--- config.mk ---
export PLATFORM = sky130hd
export DESIGN_NAME = hex_frame_receiver_crc_check_unit
export DESIGN_NICKNAME = d
export VERILOG_FILES = /design/src/rtl/hfr_crc_pkg.sv /design/src/rtl/hex_frame_receiver_crc_check_unit.sv
export SDC_FILE = /design/constraint.sdc
export NUM_CORES = 1
export LEC_CHECK = 0
export BUFFER_PORTS_ARGS = -buffer_cell sky130_fd_sc_hd__buf_2
export CORE_MARGIN = 4
export CORE_UTILIZATION = 45
export CTS_BUF_LIST = sky130_fd_sc_hd__clkbuf_16
export DETAILED_ROUTE_END_ITERATION = 7
export PLACE_DENSITY_LB_ADDON = 0.08
export SLEW_MARGIN = 20
export SYNTH_ARGS = -nofsm -noshare
export SYNTH_HDL_FRONTEND = slang
export SYNTH_SLANG_ARGS = --single-unit
--- constraint.sdc ---
create_clock -name clk_i -period 4.97 [get_ports clk_i]
set_input_delay 0.2485 -clock clk_i [delete_from_list [all_inputs] [get_ports clk_i]]
set_output_delay 0.2485 -clock clk_i [all_outputs]
set_load 0.01 [all_outputs]
--- src/rtl/hfr_crc_pkg.sv ---
// ----------------------------------------------------------------------------
// hfr_crc_pkg - shared definitions for the hex frame receiver
// Sizes, register map, status codes, the CRC-16 step and the hex digit decoder.
// ----------------------------------------------------------------------------
package hfr_crc_pkg;

  // Frame limits and the widths that follow from them.
  localparam int unsigned MAX_CHARS   = 50;
  localparam int unsigned MAX_DECODED = 25;
  localparam int unsigned CNT_W       = $clog2(MAX_CHARS + 1);
  localparam int unsigned IDX_W       = $clog2(MAX_DECODED);
  localparam int unsigned M_W         = $clog2(MAX_DECODED + 1);

  // Register map, indexed by word address.
  localparam logic [1:0] REG_START_BYTE = 2'd0;
  localparam logic [1:0] REG_END_BYTE   = 2'd1;
  localparam logic [1:0] REG_CRC_SEED   = 2'd2;

  localparam logic [7:0]  START_BYTE_RST = 8'h01;
  localparam logic [7:0]  END_BYTE_RST   = 8'h17;
  localparam logic [15:0] CRC_SEED_RST   = 16'hC0C1;

  // Reflected CRC-16 polynomial; one bit per step gives the same result as
  // the byte-wide parity form with pattern 0xC001.
  localparam logic [15:0] CRC_POLY = 16'hA001;

  // Result status codes.
  localparam logic [2:0] ST_OK      = 3'd0;
  localparam logic [2:0] ST_LEN     = 3'd1;
  localparam logic [2:0] ST_HEX     = 3'd2;
  localparam logic [2:0] ST_CRC     = 3'd3;
  localparam logic [2:0] ST_OVF     = 3'd4;
  localparam logic [2:0] ST_STRAY   = 3'd5;
  localparam logic [2:0] ST_TIMEOUT = 3'd6;

  // Decode one character as ((c | 0x20) mod 39) - 9, modulo 256; 0x00 as 0.
  // The mod is a multiply by a reciprocal (105/4096) and one correction step.
  function automatic logic [7:0] hex_decode(input logic [7:0] c);
    logic [7:0]  x;
    logic [14:0] prod;
    logic [2:0]  quot;
    logic [7:0]  rem;
    x    = c | 8'h20;
    prod = 15'(x) * 15'd105;
    quot = prod[14:12];
    rem  = x - 8'(quot * 3'd7 + 8'(quot) * 8'd32);
    if (rem >= 8'd39) begin
      rem = rem - 8'd39;
    end
    if (c == 8'h00) begin
      hex_decode = 8'h00;
    end else begin
      hex_decode = rem - 8'd9;
    end
  endfunction

  // One bit step of the reflected CRC-16.
  function automatic logic [15:0] crc_bit_step(input logic [15:0] crc);
    if (crc[0]) begin
      crc_bit_step = (crc >> 1) ^ CRC_POLY;
    end else begin
      crc_bit_step = crc >> 1;
    end
  endfunction

endpackage

--- src/rtl/hex_frame_receiver_crc_check_unit.sv ---
// ----------------------------------------------------------------------------
// hex_frame_receiver_crc_check_unit - hex ASCII frame receiver with CRC check
// Collects hex characters between start and end bytes, checks length, digits
// and the CRC-16, and emits the decoded bytes or one error status.
// ----------------------------------------------------------------------------
// A character beat outside a frame, a timeout beat or a character whose CRC
// delay line is still filling leaves the sequencer idle. From the fifth
// character of a frame on, the character four places back is folded into
// the CRC by a shared one-bit shift unit, so that beat runs 8 CRC steps in
// S_CRC before the next beat is taken. An end byte with a good length and
// good digits reads the two checksum bytes from the decode store, compares
// them, then emits each decoded byte with one store read and one output
// load, or gives a checksum error. The single read port of the decode store
// sets the emit rate. Length and digit errors, overflow, stray bytes and
// timeouts in a frame give their single result in the beat's own cycle.
// Output backpressure stalls the beats and result loads; a new beat is taken
// while a result waits, if the output register is freed in that same cycle.

module hex_frame_receiver_crc_check_unit (
  input  logic        clk_i,
  input  logic        rst_ni,
  // Configuration port
  input  logic        psel,
  input  logic        penable,
  input  logic        pwrite,
  input  logic [3:0]  paddr,
  input  logic [31:0] pwdata,
  output logic [31:0] prdata,
  output logic        pready,
  // Input channel
  input  logic        in_valid_i,
  output logic        in_ready_o,
  input  logic        kind_i,
  input  logic [7:0]  byte_value_i,
  // Output channel
  output logic        out_valid_o,
  input  logic        out_ready_i,
  output logic [7:0]  data_byte_o,
  output logic [4:0]  byte_index_o,
  output logic [2:0]  status_o,
  output logic        last_o
);

  localparam int unsigned CW = hfr_crc_pkg::CNT_W;
  localparam int unsigned IW = hfr_crc_pkg::IDX_W;
  localparam int unsigned MW = hfr_crc_pkg::M_W;

  // Sequencer states.
  localparam logic [2:0] S_IDLE    = 3'd0;
  localparam logic [2:0] S_CRC     = 3'd1;
  localparam logic [2:0] S_CHK_HI  = 3'd2;
  localparam logic [2:0] S_CHK_CMP = 3'd3;
  localparam logic [2:0] S_ERR     = 3'd4;
  localparam logic [2:0] S_EMIT_RD = 3'd5;
  localparam logic [2:0] S_EMIT_WR = 3'd6;

  // Configuration registers.
  logic [7:0]  start_byte_q;
  logic [7:0]  end_byte_q;
  logic [15:0] crc_seed_q;
  logic        cfg_wr;

  // Frame state.
  logic [2:0]    state_q, state_d;
  logic          in_frame_q, in_frame_d;
  logic [CW-1:0] cnt_q, cnt_d;
  logic [3:0]    hi_nib_q, hi_nib_d;
  logic          hex_bad_q, hex_bad_d;
  logic [15:0]   crc_q, crc_d;
  logic [7:0]    dly_q [4];
  logic [7:0]    dly_d [4];
  logic [2:0]    step_q, step_d;
  logic [IW-1:0] k_q, k_d;
  logic [MW-1:0] m_q, m_d;
  logic [7:0]    lo_q, lo_d;
  logic [2:0]    err_q, err_d;

  // Decode store.
  logic [7:0]    mem [hfr_crc_pkg::MAX_DECODED];
  logic          wr_en;
  logic [IW-1:0] wr_addr;
  logic [7:0]    wr_data;
  logic          rd_en;
  logic [IW-1:0] rd_addr;
  logic [7:0]    rd_data_q;

  // Output register.
  logic       out_valid_q;
  logic [7:0] out_data_q;
  logic [4:0] out_index_q;
  logic [2:0] out_status_q;
  logic       out_last_q;
  logic       out_load;
  logic [7:0] ld_data;
  logic [4:0] ld_index;
  logic [2:0] ld_status;
  logic       ld_last;
  logic       out_free;

  // Helpers for the current beat.
  logic          accept;
  logic [7:0]    hex_v;
  logic [CW-2:0] pair_idx;
  logic [MW-1:0] m_now;
  logic          k_last;

  // Configuration writes and reads.
  assign cfg_wr = psel & penable & pwrite;
  assign pready = 1'b1;

  always_ff @(posedge clk_i or negedge rst_ni) begin
    if (!rst_ni) begin
      start_byte_q <= hfr_crc_pkg::START_BYTE_RST;
      end_byte_q   <= hfr_crc_pkg::END_BYTE_RST;
      crc_seed_q   <= hfr_crc_pkg::CRC_SEED_RST;
    end else if (cfg_wr) begin
      unique case (paddr[3:2])
        hfr_crc_pkg::REG_START_BYTE: start_byte_q <= pwdata[7:0];
        hfr_crc_pkg::REG_END_BYTE:   end_byte_q   <= pwdata[7:0];
        hfr_crc_pkg::REG_CRC_SEED:   crc_seed_q   <= pwdata[15:0];
        default: ;
      endcase
    end
  end

  always_comb begin
    unique case (paddr[3:2])
      hfr_crc_pkg::REG_START_BYTE: prdata = {24'h0, start_byte_q};
      hfr_crc_pkg::REG_END_BYTE:   prdata = {24'h0, end_byte_q};
      hfr_crc_pkg::REG_CRC_SEED:   prdata = {16'h0, crc_seed_q};
      default:                     prdata = 32'h0;
    endcase
  end

  // Handshake and per-beat helpers.
  assign out_free   = ~out_valid_q | out_ready_i;
  assign in_ready_o = (state_q == S_IDLE) & out_free;
  assign accept     = in_valid_i & in_ready_o;
  assign hex_v      = hfr_crc_pkg::hex_decode(byte_value_i);
  assign pair_idx   = cnt_q[CW-1:1];
  assign m_now      = MW'(pair_idx);
  assign k_last     = (MW'(k_q) + MW'(1)) == m_q;

  // Sequencer: frame collection, CRC steps, checksum compare and emission.
  always_comb begin
    state_d    = state_q;
    in_frame_d = in_frame_q;
    cnt_d      = cnt_q;
    hi_nib_d   = hi_nib_q;
    hex_bad_d  = hex_bad_q;
    crc_d      = crc_q;
    dly_d      = dly_q;
    step_d     = step_q;
    k_d        = k_q;
    m_d        = m_q;
    lo_d       = lo_q;
    err_d      = err_q;
    wr_en      = 1'b0;
    wr_addr    = IW'(pair_idx);
    wr_data    = {hi_nib_q, hex_v[3:0]};
    rd_en      = 1'b0;
    rd_addr    = k_q;
    out_load   = 1'b0;
    ld_data    = 8'h00;
    ld_index   = 5'd0;
    ld_status  = hfr_crc_pkg::ST_OK;
    ld_last    = 1'b1;

    unique case (state_q)
      S_IDLE: begin
        if (accept) begin
          if (kind_i) begin
            // Timeout drops an open frame with a timeout status; outside a frame it has no effect.
            if (in_frame_q) begin
              in_frame_d = 1'b0;
              out_load   = 1'b1;
              ld_status  = hfr_crc_pkg::ST_TIMEOUT;
            end
          end else if (!in_frame_q) begin
            if (byte_value_i == start_byte_q) begin
              in_frame_d = 1'b1;
              cnt_d      = '0;
              hi_nib_d   = 4'h0;
              hex_bad_d  = 1'b0;
              crc_d      = crc_seed_q;
              for (int i = 0; i < 4; i++) begin
                dly_d[i] = 8'h00;
              end
            end else begin
              out_load  = 1'b1;
              ld_status = hfr_crc_pkg::ST_STRAY;
            end
          end else if (byte_value_i == end_byte_q) begin
            // Frame close: length, then digits, then the checksum.
            in_frame_d = 1'b0;
            m_d        = m_now;
            if (cnt_q < CW'(4) || cnt_q[0] ||
                int'(unsigned'(pair_idx)) > int'(hfr_crc_pkg::MAX_DECODED)) begin
              out_load  = 1'b1;
              ld_status = hfr_crc_pkg::ST_LEN;
            end else if (hex_bad_q) begin
              out_load  = 1'b1;
              ld_status = hfr_crc_pkg::ST_HEX;
            end else begin
              rd_en   = 1'b1;
              rd_addr = IW'(m_now - MW'(2));
              state_d = S_CHK_HI;
            end
          end else if (cnt_q >= CW'(hfr_crc_pkg::MAX_CHARS)) begin
            in_frame_d = 1'b0;
            out_load   = 1'b1;
            ld_status  = hfr_crc_pkg::ST_OVF;
          end else begin
            // Character beat: the byte four places back enters the CRC.
            if (cnt_q >= CW'(4)) begin
              crc_d   = crc_q ^ {8'h00, dly_q[3]};
              step_d  = 3'd0;
              state_d = S_CRC;
            end
            dly_d[3] = dly_q[2];
            dly_d[2] = dly_q[1];
            dly_d[1] = dly_q[0];
            dly_d[0] = byte_value_i;
            if (hex_v[7:4] != 4'h0) begin
              hex_bad_d = 1'b1;
            end
            if (!cnt_q[0]) begin
              hi_nib_d = hex_v[3:0];
            end else if (int'(unsigned'(pair_idx)) < int'(hfr_crc_pkg::MAX_DECODED)) begin
              wr_en = 1'b1;
            end
            cnt_d = cnt_q + CW'(1);
          end
        end
      end

      S_CRC: begin
        crc_d  = hfr_crc_pkg::crc_bit_step(crc_q);
        step_d = step_q + 3'd1;
        if (step_q == 3'd7) begin
          state_d = S_IDLE;
        end
      end

      S_CHK_HI: begin
        lo_d    = rd_data_q;
        rd_en   = 1'b1;
        rd_addr = IW'(m_q - MW'(1));
        state_d = S_CHK_CMP;
      end

      S_CHK_CMP: begin
        if ({rd_data_q, lo_q} != crc_q) begin
          err_d   = hfr_crc_pkg::ST_CRC;
          state_d = S_ERR;
        end else begin
          k_d     = '0;
          state_d = S_EMIT_RD;
        end
      end

      S_ERR: begin
        if (out_free) begin
          out_load  = 1'b1;
          ld_status = err_q;
          state_d   = S_IDLE;
        end
      end

      S_EMIT_RD: begin
        rd_en   = 1'b1;
        rd_addr = k_q;
        state_d = S_EMIT_WR;
      end

      S_EMIT_WR: begin
        if (out_free) begin
          out_load = 1'b1;
          ld_data  = rd_data_q;
          ld_index = 5'(k_q);
          ld_last  = k_last;
          if (k_last) begin
            state_d = S_IDLE;
          end else begin
            k_d     = k_q + IW'(1);
            state_d = S_EMIT_RD;
          end
        end
      end

      default: state_d = S_IDLE;
    endcase
  end

  // Control and frame state registers.
  always_ff @(posedge clk_i or negedge rst_ni) begin
    if (!rst_ni) begin
      state_q    <= S_IDLE;
      in_frame_q <= 1'b0;
      cnt_q      <= '0;
      hi_nib_q   <= 4'h0;
      hex_bad_q  <= 1'b0;
      crc_q      <= hfr_crc_pkg::CRC_SEED_RST;
      step_q     <= 3'd0;
      k_q        <= '0;
      m_q        <= '0;
      for (int i = 0; i < 4; i++) begin
        dly_q[i] <= 8'h00;
      end
    end else begin
      state_q    <= state_d;
      in_frame_q <= in_frame_d;
      cnt_q      <= cnt_d;
      hi_nib_q   <= hi_nib_d;
      hex_bad_q  <= hex_bad_d;
      crc_q      <= crc_d;
      step_q     <= step_d;
      k_q        <= k_d;
      m_q        <= m_d;
      dly_q      <= dly_d;
    end
  end

  // Payload holding registers.
  always_ff @(posedge clk_i) begin
    lo_q  <= lo_d;
    err_q <= err_d;
  end

  // Decode store, one write and one registered read port.
  always_ff @(posedge clk_i) begin
    if (wr_en) begin
      mem[wr_addr] <= wr_data;
    end
  end

  always_ff @(posedge clk_i) begin
    if (rd_en) begin
      rd_data_q <= mem[rd_addr];
    end
  end

  // Output register.
  always_ff @(posedge clk_i or negedge rst_ni) begin
    if (!rst_ni) begin
      out_valid_q <= 1'b0;
    end else if (out_load) begin
      out_valid_q <= 1'b1;
    end else if (out_ready_i) begin
      out_valid_q <= 1'b0;
    end
  end

  always_ff @(posedge clk_i) begin
    if (out_load) begin
      out_data_q   <= ld_data;
      out_index_q  <= ld_index;
      out_status_q <= ld_status;
      out_last_q   <= ld_last;
    end
  end

  assign out_valid_o  = out_valid_q;
  assign data_byte_o  = out_data_q;
  assign byte_index_o = out_index_q;
  assign status_o     = out_status_q;
  assign last_o       = out_last_q;

endmodule
# Word-level counts from Yosys, hierarchy flattened
# Memory sizes are Yosys's and may differ from the RTL's. A register that Yosys moved wholly into a read port is not among the register bits.
# Index checks and enable logic that the tools add are counted.
[word_totals] output_inout_bits=52 mem_count=1 inputBits=52 ff_bits=134 ramBits=200 word_cells=218
[classes] muxes=108 reduce_logical=25 n_addsub=9 n_lt_le_gt_ge=6 n_mul=2 eq_ne=36 bitwise_logic=9
[mem_list] memory="mem" words=25 word_bits=8 rd=1 rd_ports_with_merged_regs=1 write_ports=1 line_no="hex_frame_receiver_crc_check_unit.sv:79" text="logic [7:0] mem [hfr_crc_pkg::MAX_DECODED];"
[op_table] cell="2-to-1 mux 16 bit" count=8
[op_table] cell="2-to-1 mux 32 bit" count=4
[op_table] cell="2-to-1 mux 3 bit" count=25
[op_table] cell="case mux 16 bit (3 select lines)" count=1
[op_table] cell="2-to-1 mux 5 bit" count=9
[op_table] cell="2-to-1 mux 1 bit" count=39
[op_table] cell="case mux 16 bit (2 select lines)" count=1
[op_table] cell="AND reduction 7 bit" count=4
[op_table] cell="!= test 2 bit, second input constant" count=13
[op_table] cell="2-to-1 mux 6 bit" count=4
[op_table] cell="case mux 3 bit (7 select lines)" count=1
[op_table] cell="2-to-1 mux 4 bit" count=5
[op_table] cell="case mux 5 bit (2 select lines)" count=2
[op_table] cell="equality test 8 bit" count=2
[op_table] cell="2-to-1 mux 8 bit" count=2
[op_table] cell="!= test 16 bit" count=1
[op_table] cell="bitwise XOR 16 x 8 -> 16 bit" count=1
[op_table] cell="multiplier 8 x 7 -> 15 bit, second input constant" count=1
[op_table] cell="!= test 3 bit, second input constant" count=5
[op_table] cell="equality test 3 bit, second input constant" count=4
[op_table] cell="case mux 3 bit (2 select lines)" count=2
[op_table] cell="AND reduction 10 bit" count=1
[op_table] cell="AND reduction 2 bit" count=5
[op_table] cell="adder 6 x 8 -> 8 bit" count=1
[op_table] cell="other kinds (39)" count=54

# Depth between registers and ports, before layout
# Gate-level depths: netlist of the first run.
[depth] ltp_word=13 ltp_mapped=33 ltp_nobuf=32

# Worst setup path before layout of the first run
# OpenSTA, ideal clock, no wires.
[synth_path] path_kind="input to register" startpoint="in byte_value_i[1]" endpoint="mem mem[0][2] (data pin)" slack_ns=-2.268 path_stages=30 required_ns=4.652 arrival_time_ns=6.919 path_cell_list="ha_1 > inv_1 > fa_1 > inv_1 > ha_1 > fa_1 > ha_1 > o2111ai_1 > o22ai_1 > o21a_1 > nor2_1 > o21bai_1 > xnor2_1 > ha_1 > inv_1 > fa_1 > inv_1 > fa_1 > inv_1 > ha_1 > inv_1 > o211ai_1 > o21ba_2 > nor2_1 > nand2_1 > xnor2_1 > inv_1 > ha_1 > xor2_1 > nor2_1"
[synth_between] elab_chain_len=8 elab_cells_between_ends=10 classes_between="add/sub (4); mul (2); order compare (1); mux (2); reduce/logical (1)"
[synth_rtl] item="from (decl)" line_no="hex_frame_receiver_crc_check_unit.sv:34" text="input logic [7:0] byte_value_i,"
[synth_rtl] item="multiplier 8 x 7 -> 15 bit" line_no="hfr_crc_pkg.sv:44" text="prod = 15'(x) * 15'd105;"
[synth_rtl] item="multiplier 3 x 3 -> 6 bit" line_no="hfr_crc_pkg.sv:46" text="rem = x - 8'(quot * 3'd7 + 8'(quot) * 8'd32);"
[synth_rtl] item="adder 6 x 8 -> 8 bit" line_no="hfr_crc_pkg.sv:46"
[synth_rtl] item="subtractor 8 bit" line_no="hfr_crc_pkg.sv:46"
[synth_rtl] item="subtractor 8 x 6 -> 8 bit / greater-or-equal comparator 8 x 6 -> 1 bit (equally long branches)" line_no="hfr_crc_pkg.sv:48, hfr_crc_pkg.sv:47"
[synth_rtl] item="2-to-1 mux 8 bit" line_no="hfr_crc_pkg.sv:47" text="if (rem >= 8'd39) begin"
[synth_rtl] item="subtractor 8 x 4 -> 8 bit" line_no="hfr_crc_pkg.sv:53" text="hex_decode = rem - 8'd9;"
[synth_rtl] item="2-to-1 mux 8 bit *" line_no="hfr_crc_pkg.sv:50" text="if (c == 8'h00) begin"
[synth_rtl] item="named net hex_v[2]" line_no="hex_frame_receiver_crc_check_unit.sv:102" text="logic [7:0] hex_v;"
[synth_rtl] item="to (decl)" line_no="hex_frame_receiver_crc_check_unit.sv:79"
# The timed path passes the listed nets; every way through them passes the cells marked *.

# Final worst setup path of the first run
[layout_path] startpoint="in byte_value_i[2]" endpoint="mem mem[18][2] (data pin)"
# The elaborated chain is that of the path after synthesis.

==> metrics.txt, run 1 <==
outcome finished, violations left; failing checks setup timing; Worst Setup Path Type in2reg; GRT overflow 0; synthesized area approximately 0.017 sq mm; required time of the critical path roughly 5.3 ns; most used cell, CP inv_2; Clock Path Buffers 3; CTS HTree Levels 2; Filler cells approximately 3.2k; min cycle time layout 5.88 ns; CTS root buf clkbuf_16; antenna violations before repair 0; Worst Max-Slew Pin Slew approximately 1.1 ns; RSZ-0062 raised after global routing true; fin util between 50 and 60%; CP Max Fanout 7; Main synth FF type edfxtp_1; Post-Synth Adder-Cell Area between 5 and 6%; portion of netlist area occupied by mux cells 5.36%; slowest CP cell fa_1; FF/Latch Area around 0.0097 sq mm; DP HPWL between 20000 and 30000 microns; final setup vio count approximately 110; first-pass GRT wire length 64400 microns; final wirelength 40700 microns; Port Buf Inserts between 60 and 70; worst path arrival time ~6.2 ns; Worst Setup End Kind register; GRT Total Usage between 10% and 20%; CTS tree built; Slew headroom between 20 and 30%; initial drt markers around 860; type of the tightest min-delay check in2reg; vias in the first global route about 11k; layout cells sized above 1 a little over a fifth; IO Count around 100; cts bufs inserted 38; CP peak stage delay roughly 0.5 ns; Slew Limit Fails 0; Seq/Total Area, Yosys 58.5%; gpl congestion between 0.8 and 0.9; Routed WL per cell 19.6 microns; Seq cells post-synth ~340; Compound-Gate Fraction of Synth Area under 10%; die area ~0.04 sq mm; CP startpoint kind input pin; most frequent cells in the layout edfxtp_1, nand2_1, dfrtp_1; Area Overhead vs Synth 19.4%; synth unique cells 70; fin nets between 1.5k and 2k; First-pass DRT Iterations 7; fmax 170 MHz; DR vias/cell approximately 5.4; Syn Inst Count around 1.4k; area of the multi-input gates between 0.006 and 0.007 sq mm; syn avg cell area ~12 sq um; antenna cells 0; most common cell after layout, fill and taps aside edfxtp_1; main combinational cell family by area after synthesis simple AND/OR/NAND/NOR gates; pin count of the biggest net entering global routing roughly 70; Site Rows 70; clock sinks approximately 340; Synth async-reset ratio between 30% and 40%; Via Count 11.3k; xor-xnor portion of the synthesized cell area slightly above 4%; WHS 0.0231 ns; Final period util 118%; setup ws final -0.912 ns; post-synthesis simple-gate area fraction a little over an eighth; CTS clk-pin slew, worst paths ~0.06 ns; ANT nets after route 0; Skew-Pair Late Insertion Delay 0.52 ns; max_cap viols 0; final-report hold violation count 0; clk_skew roughly 0.024 ns; Post-synth EDFFs 233; height of the chip 200 microns; core area 0.0365 sq mm; die width around 200 microns; DR DRC count 0; Starting Density roughly 46%; Yosys Warn Count 0
[metrics by stage]
step	worst slack (ns)	cell area [sq um]	setup TNS (ns)	instances
2_1_floorplan	-1.45	16800	-138.73	1437
3_3_place_gp	-1.80	18100	-169.21	1979
3_5_place_dp	-1.91	18100	-178.66	1979
4_1_cts	-0.980	19800	-86.39	2074
5_1_grt	-1.17	19900	-106.60	2076
6_report	-0.912	19900	-80.08	2076
[critical path: cells and delay by family]
kind | cells | cell delay [ns]
adder cells (fa/ha/maj) | 10 | 3.35
AO/OA/AOI/OAI | 6 | 0.96
buffers and inverters | 9 | 0.59
AND/OR/NAND/NOR | 4 | 0.59
XOR/XNOR | 3 | 0.47
[final cells by class]
type                            instances  area share (%)
Timing Repair Buffer                  183            6.95
Multi-Input combinational cell        956            33.9
Clock buffer                           39            4.91
Sequential cell                       342            49.0
Clock inverter                         27            1.14
Inverter                               61            1.15
Tap cell                              468            2.95
[final timing paths]
| kind | endpoint | start | cells past startpoint | slack [ns] |
|---|---|---|---|---|
| worst max-delay path | mem[18][2] | byte_value_i[2] | 32 | -0.91 |
| worst min-delay path | crc_seed_q[2] | pwdata[2] | 2 | 0.02 |
| worst max register to register | rd_data_q[6] | cnt_q[3] | 13 | 0.70 |
| worst min register to register | dly_q[27] | dly_q[27] | 2 | 0.48 |
| max in group asynchronous | k_q[3] | rst_ni | 3 | 3.40 |
| min in group asynchronous | start_byte_q[3] | rst_ni | 2 | 0.28 |
[timing repair]
action | 4_1_cts | 5_1_grt
setup buffers | 17 | 2
cloned | 5 | 0
hold endpoints to repair | 48 | 0
pin swaps | 32 | 17
resized for setup | 36 | 16
setup endpoints to repair | 105 | 105
hold buffers | 9 | 0
[synth_stat cells, types with 4 or more instances]
cell | n | area, sq um
buf_4 | 17 | 128
a32oi_1 | 17 | 149
and2_1 | 25 | 156
nand3_1 | 40 | 200
nand2b_1 | 9 | 56.3
or3_1 | 9 | 56.3
nor4_1 | 12 | 75.1
nor2b_1 | 9 | 56.3
fa_1 | 7 | 140
ha_1 | 61 | 763
edfxtp_1 | 233 | 7000
mux2_2 | 33 | 372
nand2_1 | 211 | 792
nor2_1 | 83 | 312
a21oi_1 | 57 | 285
a22oi_1 | 8 | 60.1
o22ai_1 | 14 | 87.6
o2111ai_1 | 8 | 70.1
dfrtp_1 | 94 | 2350
xor2_1 | 32 | 280
or2_2 | 4 | 25.0
mux2i_1 | 52 | 521
a31oi_1 | 4 | 25.0
dfstp_2 | 15 | 394
nor3_1 | 15 | 75.1
a21o_1 | 6 | 45.0
xnor2_1 | 47 | 412
o31ai_1 | 5 | 37.5
nand4_1 | 18 | 113
a22o_1 | 28 | 245
nor3_4 | 4 | 65.1
clkbuf_1 | 42 | 158
a211oi_1 | 18 | 135
inv_1 | 61 | 229
buf_2 | 18 | 90.1
o21ai_0 | 55 | 275
[layer usage]
| layer | global-route usage [%] | part of all wire (%) | routed length, microns |
|---|---|---|---|
| met2 | 31.8 | 46 | 18700 |
| met4 | 4.01 | 1.6 | 646 |
| met5 | 0 | 0 | 0 |
| met1 | 29.3 | 47 | 19300 |
| met3 | 3.09 | 5.1 | 2080 |
[sequential cells by signal, summed over array words and instances, names as in the netlist]
name and count:
data_byte_o 8, start_byte_q 8, crc_q 16, crc_seed_q 16, state_q 3, in_frame_q 1, last_o 1, out_valid_o 1
byte_index_o 5, end_byte_q 8, mem 200, hi_nib_q 4, k_q 5, status_o 3, lo_q 8, hex_bad_q 1
cnt_q 6, dly_q 32, step_q 3, rd_data_q 8, m_q 5
[logic make-up after synthesis]
| logic type | count (synthesis) |
|---|---|
| other | 2 |
| xor gates and xnor gates | 79 |
| AOI/OAI and AO/OA | 242 |
| muxes | 85 |
| DFF | 342 |
| adders and majority gates | 68 |
| and+or+nand+nor | 461 |
| buffers and inverters | 143 |
Power of run 1 is not shown: default switching activity piles up to over one toggle a cycle in this logic, so the estimate is an artifact.
==> inputs of run 2 (changes only) <==
==> constraint.sdc (replaced) <==
create_clock -name clk_i -period 4.96 [get_ports clk_i]
set_input_delay 0.248 -clock clk_i [delete_from_list [all_inputs] [get_ports clk_i]]
set_output_delay 0.248 -clock clk_i [all_outputs]
set_load 0.01 [all_outputs]
==> run 2 against run 1 <==
- via count is 0.25% higher
- utilization shrank 0.086 points
- non-clock buffer count up 6
- highest routed layer is now met5
- clock-buffer cell count is 1 lower
- the run still ends with setup timing left
- clock skew grew 0.0013 ns
- worst setup slack improved by 0.0050 ns
- final cell count rose by 0.19%
- first-iteration DRC count up 3.9%
- critical path depth decreased by 1
- critical path type unchanged
- routed wire length is 0.87% higher
- design area is 0.16% lower
- flip-flop and latch count unchanged
==> metrics.txt, run 2 (same netlist as run 1, synthesis figures left out) <==
CTS HTree Levels 2 (unchanged); worst path arrival time 6.15 ns (-0.06 ns); clock sinks 342 (unchanged); Starting Density 45.6% (unchanged); biggest registers after layout mem x200, dly_q x32; Setup crit start byte_value_i[1]; pin count of the biggest net entering global routing 67 (-5.6%); CP startpoint kind input pin; final wirelength 41000 microns (+0.87%); final-report hold violation count 0 (unchanged); r2r setup slk 0.77 ns (+0.07 ns); DR vias/cell 5.44 (about the same); slowest CP cell fa_1; Slew Limit Fails 0 (unchanged); DR DRC count 0 (unchanged); clk_skew 0.0258 ns (+0.00129 ns); CTS root buf clkbuf_16; First-pass DRT Iterations 5 (-2); CTS clk-pin slew, worst paths 0.05 ns (about the same); DP HPWL 27800 microns (+1.2%); Routed WL per cell 19.7 microns (+0.68%); die area 0.0401 sq mm (unchanged); Placed Instance Area 0.0181 sq mm (+0.17%); most frequent cells in the layout edfxtp_1, nand2_1, buf_4; GRT overflow 0 (unchanged); Final TNS setup -80.40 ns (-0.318 ns); type of the tightest min-delay check in2reg; Final period util 118%; max reg flops 200 (unchanged); vias in the first global route 11.1k (-0.73%); Area Overhead vs Synth 19.2%; CP Max Fanout 6 (-1); antenna violations before repair 1 (+1); fmax between 150 and 200 MHz; min cycle time layout 5.87 ns; most common cell after layout, fill and taps aside edfxtp_1; Clock Path Buffers 3 (unchanged); required time of the critical path 5.24 ns (-0.06 ns); Site Rows 70 (unchanged); die width 200 microns (unchanged); fin area 0.0199 sq mm (-0.16%); R2R depth 13 (unchanged); CP peak stage delay 0.54 ns (+0.04 ns); first-pass GRT wire length 65000 microns (+0.81%); r2r startpoint cnt_q[3]; Port Buf Inserts 68 (unchanged); final setup vio count 105 (unchanged); Slew headroom 25.8% (-2.1 points); RSZ-0062 raised after global routing true; Via Count 11.3k (+0.25%); ANT nets after route 0 (unchanged); failing checks setup timing; max_cap viols 0 (unchanged); gpl congestion 0.840 (-5.6%); height of the chip 200 microns (unchanged); Worst Max-Slew Pin Slew 1.11 ns (+0.0280 ns); fin util 54.4% (-0.086 points); Worst Setup Path Type in2reg; layout cells sized above 1 21.7% (+0.13 points); crit path to mem[14][3]; antenna cells 0 (unchanged); outcome finished, violations left; Most flops, register mem; Skew-Pair Late Insertion Delay 0.53 ns (about the same); setup ws final -0.907 ns (+0.00495 ns); initial drt markers 896 (+3.9%); fin nets 1707 (+0.29%); Worst Setup End Kind register; CTS tree built; IO Count 104 (unchanged); core area 0.0365 sq mm (unchanged); GRT Total Usage 20.3% (+0.33 points); cts bufs inserted 37 (-2.6%); FF-to-FF End rd_data_q[6]
-- run 2: cell types whose count changed in the layout (fill, tap and decap cells not counted), moves of 3 or more --
cell / before / now
buf_6: 13 / 9
bufinv_16: 4 / 1
buf_4: 88 / 96
clkinv_1: 3 / 7
clkinv_2: 6 / 3
-- run 2: per-stage QoR --
| stage | hold WS [ns] | setup slack [ns] | std cells |
|---|---|---|---|
| 6_report | 0.0182 | -0.907 | 2080 |
| 5_1_grt | 0.0184 | -1.17 | 2080 |
| 4_1_cts | 0.00676 | -0.914 | 2072 |
| 3_5_place_dp | 0.388 | -1.90 | 1983 |
| 3_3_place_gp | 0.393 | -1.80 | 1983 |
| 2_1_floorplan | -0.0476 | -1.46 | 1437 |
-- run 2: worst min-delay path by stage --
stage / start / endpoint / slack [ns] / cells past startpoint
after CTS: pwdata[5] / end_byte_q[5] / 0.007 / 2
after global routing: pwdata[5] / start_byte_q[5] / 0.02 / 2
after floorplan: rst_ni / cnt_q[0] / -0.05 / 0
final: pwdata[2] / start_byte_q[2] / 0.02 / 2
after detailed placement: rst_ni / start_byte_q[3] / 0.39 / 1
after global placement: rst_ni / start_byte_q[3] / 0.39 / 1
-- run 2: area by class of cell --
class	count	area (sq um)
clock buffer	38	951
clock inverter	26	145
multi-input combinational	956	6740
tap	468	586
sequential	342	9740
timing repair buffer	189	1450
inverter	61	229
fill	3104	16700
-- run 2: timing repair --
action	4_1_cts	5_1_grt
pin swaps	19	18
gates resized for setup	32	25
buffers inserted	11	9
cloned	6	1
hold endpoints to repair	65	0
setup endpoints to repair	105	105
hold buffers	9	0
-- run 2: metal layers --
metal	track usage (%)	wire length (microns)	vias to the layer above
li1	-	-	5463
met1	30.2	19200	5538
met2	31.2	18700	259
met3	3.48	2340	56
met4	4.84	817	2
met5	0	13	-
-- run 2: worst max-delay path: cells and delay by family --
| kind | cells | cell delay, ns |
|---|---|---|
| compound gates | 7 | 1.35 |
| xor+xnor | 3 | 0.46 |
| fa+ha+maj | 7 | 2.38 |
| buf+inv | 8 | 0.91 |
| simple gates | 6 | 0.81 |
Power of run 2 is left out for the same reason.
==> inputs of run 3 (changes only) <==
--- a/config.mk
+++ b/config.mk
@@ -5,12 +5,14 @@
 export SDC_FILE = /design/constraint.sdc
 export NUM_CORES = 1
 export LEC_CHECK = 0
-export BUFFER_PORTS_ARGS = -buffer_cell sky130_fd_sc_hd__buf_2
+export BUFFER_PORTS_ARGS = -buffer_cell sky130_fd_sc_hd__buf_4
+export CAP_MARGIN = 30
 export CORE_MARGIN = 4
 export CORE_UTILIZATION = 45
 export CTS_BUF_LIST = sky130_fd_sc_hd__clkbuf_16
 export DETAILED_ROUTE_END_ITERATION = 7
 export PLACE_DENSITY_LB_ADDON = 0.08
+export SKIP_CTS_REPAIR_TIMING = 1
 export SLEW_MARGIN = 20
 export SYNTH_ARGS = -nofsm -noshare
 export SYNTH_HDL_FRONTEND = slang
==> run 3 against run 2 <==
- the flow finishes with violations (capacitance limit, setup timing)
- clock-buffer cell count stayed put
- final cell count is 0.14% higher
- routed wire length is 0.30% lower
- global-route usage is 0.68 points lower
- critical path depth is 2 higher
- non-clock buffer count is 3 lower
==> metrics.txt, run 3 (same netlist as run 1, synthesis figures left out) <==
first-pass GRT wire length 63000 microns (-3.0%); final setup vio count 105 (unchanged); placed cell count 1978 (-0.25%); Slew headroom 1.49% (-24 points); Via Count 11.2k (-0.64%); CP startpoint kind input pin; cts bufs inserted 38 (+2.7%); Final period util 121% (+2.7 points); Slew Limit Fails 0 (unchanged); RSZ-0062 raised after global routing true; First-pass DRT Iterations 7 (+2); Post-Layout Cell Count 2083 (+0.14%); core area 0.0365 sq mm (unchanged); final wirelength 40900 microns (-0.30%); vias in the first global route 10.9k (-1.6%); outcome finished, violations left; CTS root buf clkbuf_16; Site Rows 70 (unchanged); IO Count 104 (unchanged); Skew-Pair Late Insertion Delay 0.54 ns (about the same); biggest registers after layout mem x200, dly_q x32; clk_skew 0.0271 ns (+0.00131 ns); type of the tightest min-delay check in2reg; initial drt markers 940 (+4.9%); setup ws final -1.04 ns (-0.132 ns); max reg flops 200 (unchanged); CTS tree built; final-report hold violation count 0 (unchanged); most common cell after layout, fill and taps aside edfxtp_1; Area Overhead vs Synth 20.4%; Worst Setup Path Type in2reg; clock sinks 342 (unchanged); most used cell, CP inv_2; WHS 0.00106 ns (-0.0171 ns); layout cells sized above 1 20.9% (-0.77 points); Worst Max-Slew Pin Slew 1.47 ns (+0.363 ns); Top delay family on crit path adder cells; die area 0.0401 sq mm (unchanged); CP peak stage delay 0.52 ns (-0.02 ns); DR vias/cell 5.40 (-0.78%); most frequent cells in the layout edfxtp_1, nand2_1, buf_4; Most flops, register mem; die width 200 microns (unchanged); CTS HTree Levels 2 (unchanged); antenna violations before repair 2 (+1); fmax 167 MHz (-2.2%); fin nets 1704 (-0.18%); ANT nets after route 0 (unchanged); gpl congestion 0.820 (-2.3%); max_cap viols 1 (+1); Clock Path Buffers 3 (unchanged); Starting Density 45.6% (unchanged); GRT Total Usage 19.6% (-0.68 points); GRT overflow 0 (unchanged); Worst Path Buf+Inv 10 (+2); Worst Setup End Kind register; Final TNS setup -86.10 ns (-5.71 ns); worst path arrival time 6.30 ns (+0.15 ns); Routed WL per cell 19.6 microns (-0.45%); DR DRC count 0 (unchanged); CTS clk-pin slew, worst paths 0.06 ns (about the same); DP HPWL 27300 microns (-1.6%); Port Buf Inserts 68 (unchanged); CP Max Fanout 4 (-2); height of the chip 200 microns (unchanged); pin count of the biggest net entering global routing 71 (+6.0%); failing checks capacitance limit, setup timing; slowest CP cell fa_1; required time of the critical path 5.26 ns (+0.02 ns); min cycle time layout 6.00 ns (+0.132 ns)
## run 3: changes by cell type in the layout (fill, tap and decap cells not counted), moves of 3 or more
cell	delta
buf_2	-65
buf_4	+53
nor2_4	-3
buf_6	-3
buf_12	+4
clkinv_1	+5
dlygate4sd3_1	+4
## run 3: final timing paths
path	start	to	slack (ns)	cells after the start
worst max-delay path	byte_value_i[1]	mem[6][2]	-1.04	33
worst min-delay path	pwdata[7]	crc_seed_q[7]	0.001	2
worst max register to register	cnt_q[3]	rd_data_q[6]	1.00	13
worst min register to register	dly_q[26]	dly_q[26]	0.49	2
max in group asynchronous	rst_ni	crc_q[8]	3.45	3
min in group asynchronous	rst_ni	hi_nib_q[1]	0.32	2
## run 3: routing by layer
| layer | track usage, % | part of all wire [%] |
|---|---|---|
| met2 | 31.0 | 46 |
| met1 | 28.7 | 47 |
| met4 | 4.30 | 1.6 |
| met3 | 3.40 | 4.8 |
| met5 | 0 | 0.032 |
## run 3: per-stage QoR
stage	worst slack, ns	utilization, %	instance area, sq um
final	-1.04	54.9	20100
after global routing	-1.33	54.9	20000
after CTS	-1.42	53.3	19500
after detailed placement	-1.98	50.2	18300
after global placement	-1.84	50.0	18300
after floorplan	-1.46	-	16800
## run 3: final cells by class
type	instances	area, sq um
timing repair buffer	186	1690
antenna	1	2.50
clock buffer	38	951
multi-input combinational	955	6670
sequential	342	9740
inverter	61	229
tap	468	586
fill	3106	16500
clock inverter	32	175
Power of run 3 is left out for the same reason.
